==> config.mk <==
export PLATFORM = sky130hd
export DESIGN_NAME = led_grayscale_serial_shifter_unit
export DESIGN_NICKNAME = d
export VERILOG_FILES = /design/src/rtl/lgs_pkg.sv /design/src/rtl/lgs_front.sv /design/src/rtl/lgs_back.sv /design/src/rtl/led_grayscale_serial_shifter_unit.sv
export SDC_FILE = /design/constraint.sdc
export NUM_CORES = 1
export LEC_CHECK = 0
export BUFFER_PORTS_ARGS = -buffer_cell sky130_fd_sc_hd__buf_2
export CORE_UTILIZATION = 55
export DETAILED_ROUTE_END_ITERATION = 8
export PLACE_DENSITY = 0.71
export SYNTH_ARGS = -nofsm -noshare
export SYNTH_HDL_FRONTEND = slang
export SYNTH_SLANG_ARGS = --single-unit
==> constraint.sdc <==
create_clock -name clk -period 2.8 [get_ports clk]
set_input_delay 0.56 -clock clk [delete_from_list [all_inputs] [get_ports clk]]
set_output_delay 0.56 -clock clk [all_outputs]
set_load 0.05 [all_outputs]
==> src/rtl/lgs_pkg.sv <==
`timescale 1ns / 1ps
`default_nettype none
package lgs_pkg;

  localparam int NUM_CHIPS         = 2;
  localparam int CHANNELS_PER_CHIP = 24;
  localparam int TOTAL_CHANNELS    = NUM_CHIPS * CHANNELS_PER_CHIP;
  localparam int CH_W              = $clog2(TOTAL_CHANNELS);
  localparam int GRAY_W            = 12;
  localparam int BIT_W             = $clog2(GRAY_W);
  localparam int IDX_W             = 8;

  localparam logic [BIT_W-1:0] TOP_BIT      = BIT_W'(GRAY_W - 1);
  localparam logic [CH_W-1:0]  LAST_CHANNEL = CH_W'(TOTAL_CHANNELS - 1);
  localparam logic [IDX_W:0]   CHANNEL_LIMIT = (IDX_W + 1)'(TOTAL_CHANNELS);

  localparam logic [1:0] MODE_WRITE_ONE = 2'd0;
  localparam logic [1:0] MODE_WRITE_ALL = 2'd1;
  localparam logic [1:0] MODE_START     = 2'd2;
  localparam logic [1:0] MODE_TICK      = 2'd3;

  typedef enum logic [1:0] {
    OP_WRITE_ONE,
    OP_WRITE_ALL,
    OP_START,
    OP_TICK
  } op_t;

  typedef enum logic {
    BK_IDLE,
    BK_SHIFT
  } back_state_t;

  typedef struct packed {
    op_t               op;
    logic              in_range;
    logic [CH_W-1:0]   addr;
    logic [GRAY_W-1:0] val;
  } cmd_t;

  typedef struct packed {
    logic sin_bit;
    logic clock_pulse;
    logic latch_pulse;
    logic blank_level;
    logic write_accepted;
    logic frame_busy;
    logic frame_done;
  } res_t;

endpackage
`default_nettype wire

==> src/rtl/lgs_front.sv <==
`timescale 1ns / 1ps
`default_nettype none
module lgs_front (
  input  wire logic                     clk,
  input  wire logic                     rst,
  input  wire logic                     in_valid,
  output logic                          in_ready,
  input  wire logic [1:0]               mode,
  input  wire logic [lgs_pkg::IDX_W-1:0]  led_index,
  input  wire logic [lgs_pkg::GRAY_W-1:0] gray_value,
  output logic                          q_valid,
  input  wire logic                     q_pop,
  output lgs_pkg::cmd_t                 q_cmd
);
  import lgs_pkg::*;

  cmd_t       slots [2];
  logic       wr_ptr;
  logic       rd_ptr;
  logic [1:0] count;
  cmd_t       cmd_in;
  logic       push;
  logic       pop;

  // classify the incoming beat
  always_comb begin
    cmd_in.in_range = ({1'b0, led_index} < CHANNEL_LIMIT);
    cmd_in.addr     = led_index[CH_W-1:0];
    cmd_in.val      = gray_value;
    case (mode)
      MODE_WRITE_ONE: cmd_in.op = OP_WRITE_ONE;
      MODE_WRITE_ALL: cmd_in.op = OP_WRITE_ALL;
      MODE_START:     cmd_in.op = OP_START;
      default:        cmd_in.op = OP_TICK;
    endcase
  end

  assign in_ready = (count != 2'd2);
  assign q_valid  = (count != 2'd0);
  assign q_cmd    = slots[rd_ptr];
  assign push     = in_valid && in_ready;
  assign pop      = q_pop && q_valid;

  always_ff @(posedge clk) begin
    if (push) begin
      slots[wr_ptr] <= cmd_in;
    end
  end

  always_ff @(posedge clk) begin
    if (rst) begin
      wr_ptr <= 1'b0;
      rd_ptr <= 1'b0;
      count  <= 2'd0;
    end else begin
      if (push) begin
        wr_ptr <= ~wr_ptr;
      end
      if (pop) begin
        rd_ptr <= ~rd_ptr;
      end
      case ({push, pop})
        2'b10:   count <= count + 2'd1;
        2'b01:   count <= count - 2'd1;
        default: count <= count;
      endcase
    end
  end

endmodule
`default_nettype wire

==> src/rtl/lgs_back.sv <==
`timescale 1ns / 1ps
`default_nettype none
module lgs_back (
  input  wire logic      clk,
  input  wire logic      rst,
  input  wire logic      q_valid,
  output logic           q_pop,
  input  wire lgs_pkg::cmd_t q_cmd,
  output logic           out_valid,
  input  wire logic      out_ready,
  output lgs_pkg::res_t  out_res
);
  import lgs_pkg::*;

  back_state_t             state;
  back_state_t             state_next;
  logic                    frame_active;
  logic                    latch_pending;
  logic [CH_W-1:0]         channel_pointer;
  logic [BIT_W-1:0]        bit_pointer;
  logic [GRAY_W-1:0]       bcast_val;
  logic [TOTAL_CHANNELS-1:0] written;
  logic [GRAY_W-1:0]       gray_store [TOTAL_CHANNELS];
  logic [GRAY_W-1:0]       rd_data;
  logic                    rd_written;
  logic [GRAY_W-1:0]       word;

  logic out_free;
  logic rd_en;
  logic load;
  logic do_write_one;
  logic do_write_all;
  logic do_start;
  logic do_latch;
  logic do_shift;
  res_t res;

  assign out_free = !out_valid || out_ready;
  assign word     = rd_written ? rd_data : bcast_val;

  always_comb begin
    state_next = state;
    case (state)
      BK_IDLE: begin
        if (q_valid && q_cmd.op == OP_TICK && frame_active && !latch_pending) begin
          state_next = BK_SHIFT;
        end
      end
      BK_SHIFT: begin
        if (out_free) begin
          state_next = BK_IDLE;
        end
      end
      default: state_next = BK_IDLE;
    endcase
  end

  always_comb begin
    q_pop        = 1'b0;
    rd_en        = 1'b0;
    load         = 1'b0;
    do_write_one = 1'b0;
    do_write_all = 1'b0;
    do_start     = 1'b0;
    do_latch     = 1'b0;
    do_shift     = 1'b0;
    res          = '0;
    case (state)
      BK_IDLE: begin
        if (q_valid) begin
          if (q_cmd.op == OP_TICK && frame_active && !latch_pending) begin
            q_pop = 1'b1;
            rd_en = 1'b1;
          end else if (out_free) begin
            q_pop          = 1'b1;
            load           = 1'b1;
            res.frame_busy = frame_active;
            case (q_cmd.op)
              OP_WRITE_ONE: begin
                do_write_one       = !frame_active && q_cmd.in_range;
                res.write_accepted = do_write_one;
              end
              OP_WRITE_ALL: begin
                do_write_all       = 1'b1;
                res.write_accepted = 1'b1;
              end
              OP_START: begin
                do_start       = !frame_active;
                res.frame_busy = 1'b1;
              end
              default: begin
                if (frame_active) begin
                  do_latch        = 1'b1;
                  res.latch_pulse = 1'b1;
                  res.blank_level = 1'b1;
                  res.frame_done  = 1'b1;
                  res.frame_busy  = 1'b0;
                end
              end
            endcase
          end
        end
      end
      BK_SHIFT: begin
        if (out_free) begin
          load            = 1'b1;
          do_shift        = 1'b1;
          res.sin_bit     = word[bit_pointer];
          res.clock_pulse = 1'b1;
          res.frame_busy  = 1'b1;
        end
      end
      default: ;
    endcase
  end

  // store entries not written since the last broadcast read as the broadcast value
  always_ff @(posedge clk) begin
    if (do_write_one) begin
      gray_store[q_cmd.addr] <= q_cmd.val;
    end
    if (rd_en) begin
      rd_data <= gray_store[channel_pointer];
    end
  end

  always_ff @(posedge clk) begin
    if (out_free && load) begin
      out_res <= res;
    end
  end

  always_ff @(posedge clk) begin
    if (rst) begin
      state           <= BK_IDLE;
      frame_active    <= 1'b0;
      latch_pending   <= 1'b0;
      channel_pointer <= '0;
      bit_pointer     <= '0;
      bcast_val       <= '0;
      written         <= '0;
      rd_written      <= 1'b0;
      out_valid       <= 1'b0;
    end else begin
      state <= state_next;
      if (load) begin
        out_valid <= 1'b1;
      end else if (out_ready) begin
        out_valid <= 1'b0;
      end
      if (rd_en) begin
        rd_written <= written[channel_pointer];
      end
      if (do_write_all) begin
        bcast_val <= q_cmd.val;
        written   <= '0;
      end
      if (do_write_one) begin
        written[q_cmd.addr] <= 1'b1;
      end
      if (do_start) begin
        frame_active    <= 1'b1;
        channel_pointer <= LAST_CHANNEL;
        bit_pointer     <= TOP_BIT;
        latch_pending   <= 1'b0;
      end
      if (do_latch) begin
        frame_active  <= 1'b0;
        latch_pending <= 1'b0;
      end
      if (do_shift) begin
        if (bit_pointer == '0) begin
          if (channel_pointer == '0) begin
            latch_pending <= 1'b1;
          end else begin
            channel_pointer <= channel_pointer - CH_W'(1);
            bit_pointer     <= TOP_BIT;
          end
        end else begin
          bit_pointer <= bit_pointer - BIT_W'(1);
        end
      end
    end
  end

endmodule
`default_nettype wire

==> src/rtl/led_grayscale_serial_shifter_unit.sv <==
// grayscale store and serial shifter for a chain of 12-bit led driver chips
// input channel: in_valid/in_ready with mode, led_index, gray_value per beat
//   mode 0 writes one channel, 1 writes all, 2 starts a frame, 3 is a tick
// output channel: out_valid/out_ready, one result beat per input beat, in order
//   sin_bit, clock_pulse, latch_pulse, blank_level, write_accepted,
//   frame_busy, frame_done
// a two-entry queue sits between the decode front and the execute back
// throughput: one beat per cycle while out_ready allows, except a shifting
//   tick, which also passes through BK_SHIFT for the registered store read
// reset clears the store (by a broadcast value and per-channel written flags),
//   the frame state, the queue and the output valid flag; no clearing pass
// when out_ready is low the result holds, the back stops (but may still take
//   a shifting tick into BK_SHIFT), and the queue fills its two entries
`timescale 1ns / 1ps
`default_nettype none
module led_grayscale_serial_shifter_unit (
  input  wire logic        clk,
  input  wire logic        rst,
  input  wire logic        in_valid,
  output logic             in_ready,
  input  wire logic [1:0]  mode,
  input  wire logic [7:0]  led_index,
  input  wire logic [11:0] gray_value,
  output logic             out_valid,
  input  wire logic        out_ready,
  output logic             sin_bit,
  output logic             clock_pulse,
  output logic             latch_pulse,
  output logic             blank_level,
  output logic             write_accepted,
  output logic             frame_busy,
  output logic             frame_done
);
  import lgs_pkg::*;

  logic q_valid;
  logic q_pop;
  cmd_t q_cmd;
  res_t out_res;

  lgs_front u_front (
    .clk        (clk),
    .rst        (rst),
    .in_valid   (in_valid),
    .in_ready   (in_ready),
    .mode       (mode),
    .led_index  (led_index),
    .gray_value (gray_value),
    .q_valid    (q_valid),
    .q_pop      (q_pop),
    .q_cmd      (q_cmd)
  );

  lgs_back u_back (
    .clk       (clk),
    .rst       (rst),
    .q_valid   (q_valid),
    .q_pop     (q_pop),
    .q_cmd     (q_cmd),
    .out_valid (out_valid),
    .out_ready (out_ready),
    .out_res   (out_res)
  );

  assign sin_bit        = out_res.sin_bit;
  assign clock_pulse    = out_res.clock_pulse;
  assign latch_pulse    = out_res.latch_pulse;
  assign blank_level    = out_res.blank_level;
  assign write_accepted = out_res.write_accepted;
  assign frame_busy     = out_res.frame_busy;
  assign frame_done     = out_res.frame_done;

endmodule
`default_nettype wire
==> metrics <==
n_diodes=0; Max VDD drop=552.1 uV; die area=0.05168 mm^2; gpl congestion=0.8651; P_leak=0.01002 uW; R2R cell count=6; hold_buf cts=0; post-DR vias/cell=6.371; drt total wl=64280 um; First-pass DRT Iterations=7; Final period util=96.90%; Final Hold Viols=0; CP Launch Type=flop; first-pass GRT wire length=96050 um; Power per Cell Area=859.6 mW/mm^2; Clock Latency Late Sink=610 ps; post-cts gate resize count=0; status=finished, final reports clean; Post-Syn Instances=1463; Hold EP=u_front.slots[1][7]; hold_sp=gray_value[7]; starting density of the core=55.67%; Synth Area per Inst=19.09 um^2; Congestion Overflow GR=0; WP data arrival=3010 ps; crit end category=flop; # DRC=0; Post-Layout Cell Count=2329; # fillers=3377; fmax=368.6 MHz; commonest non-fill, non-tap cell in the layout=edfxtp_1; clock skew=25.94 ps; P&R area growth vs syn=13.70%; area of the mapped netlist=0.02793 mm^2; register bit count reported by yosys=715; Post-synth top flop=edfxtp_1; DRT iter0 DRCs=1859; port bufs=34; max cap viols=0; # rows=82; CTS sink cnt=715; DP HPWL=39710 um; post-synthesis sequential area ratio=74.01%; RSZ-0062 raised after global routing=no; register clock-pin slew on the reported worst setup and hold paths=60 ps; setup tns final=0 ps; Bufs on Longest Clock Path=3; core footprint=0.05017 mm^2; Final ANT Viol Nets=0; WL per Instance=27.60 um; critical path type=reg -> reg; transition time at the pin with the least slew margin=1290 ps; Nets=1632; HP Class=in -> reg; initial antenna violation count=0; Root Buffer=clkbuf_16; vias in the first global route=14760; largest net degree at the start of global routing=62; capturing point of the worst reg2reg path=u_back.gray_store[22][8]; max-slew violations=0; H-tree depth=3; syn_nets=1492; CP required=3090 ps; Final Setup Violations=0; normalized max-slew margin=14.02%; GR Util All Layers=26.02%; fraction of layout cells with a size suffix above 1=27.76%; vias post-DR=14840; synth unique cells=65; most frequent cells in the layout=edfxtp_1 (635), mux4_2 (169), nor2_1 (117); postcts setup bufs=0; flop-to-flop setup slack=90 ps; I/O pin count=35; CTS Buf Count=71; Post-synth ARST share=0%; Worst Hold Path Cells=1; Tmin final=2713 ps; final core occ=63.29%; placed cells=2202; Tot Pwr=27300 uW; CTS tree=yes; Post-synth EDFFs=635; die height=227.3 um; DIE WIDTH=227.3 um; critical path fanouts, max=32; warnings from Yosys=0
## worst max-delay path, cell delays in order, from the launching register on
cell and delay, ps:
dfxtp_1 470, buf_4 390, nand2b_1 180, o32ai_1 340, nand2_2 340, nor2_1 370
buf_4 310
## per-stage QoR
step | instance area (um^2) | hold slack (ps) | setup slack, ps
finish | 31760 | 148.9 | 86.77
global route | 31760 | 129.6 | 28.95
CTS | 31750 | 119.6 | 104.6
detailed placement | 29580 | 446.7 | 113.2
global placement | 29580 | 440.5 | 166.4
floorplan | 27930 | 433.1 | 206.8
## logic make-up (layout without fill, tap and decap cells)
logic type | after synthesis | after routing | synth area share, %
and+or+nand+nor | 234 | 234 | 3.951
DFF | 715 | 715 | 74.01
xor gates and xnor gates | 4 | 4 | 0.1255
buffers and inverters | 99 | 293 | 1.662
AOI/OAI and AO/OA | 211 | 211 | 5.381
muxes | 197 | 197 | 14.73
adders and majority gates | 3 | 3 | 0.1344
## power breakdown
part           switching [uW]  total [uW]  internal (uW)
registers                 255       12900          12700
logic                    3500        5440           1940
clock network            3890        8930           5040
## layout make-up
type	instances	area (um^2)	share of cell area [%]
inverter	11	41.29	0.1300
sequential	715	20680	65.11
tap	672	840.8	2.648
multi-input combinational	649	6812	21.45
timing repair buffer	155	1216	3.830
clock inverter	29	195.2	0.6147
clock buffer	98	1973	6.214
## how the worst max path moves through the flow
| stage | slack, ps | from | end | cells past startpoint |
|---|---|---|---|---|
| 4_1_cts | 100 | flop | u_back.gray_store[22][2] | 6 |
| 3_5_place_dp | 110 | flop | u_back.gray_store[22][2] | 6 |
| 2_1_floorplan | 210 | flop | u_back.gray_store[12][0] | 6 |
| 6_report | 90 | flop | u_back.gray_store[22][8] | 6 |
| 5_1_grt | 30 | flop | u_back.gray_store[22][0] | 6 |
| 3_3_place_gp | 170 | out_ready | u_back.gray_store[21][2] | 7 |
## state kept, by name, indices dropped and copies added, names as in the netlist, 2 cells and up, named ones only
signal	cells
u_back.bcast_val	12
u_back.out_res	5
u_back.written	48
u_back.gray_store	576
u_front.count	2
u_back.channel_pointer	6
u_back.rd_data	12
u_back.bit_pointer	4
u_front.slots	42
## routing by layer
metal  global-route usage, %  vias up  share of wire (%)
met5                       0        -                  0
met4                   8.465        0                3.1
met3                   5.072      132                9.1
met2                   39.98      787                 47
met1                   37.98     7651                 41
li1                        -     6268                  -
## cell usage after synthesis (all sizes together), types with 12 or more instances
cell / instances / area [um^2]
nand2: 53 / 198.9
clkbuf: 50 / 187.7
buf: 38 / 235.2
mux2: 20 / 225.2
nor2: 120 / 452.9
dfxtp: 80 / 1602
a211o: 12 / 105.1
mux4: 169 / 3806
nor3: 12 / 125.1
a22oi: 97 / 728.2
a21oi: 44 / 220.2
edfxtp: 635 / 19070
No activity file was read; power rests on OpenSTA's default activity.
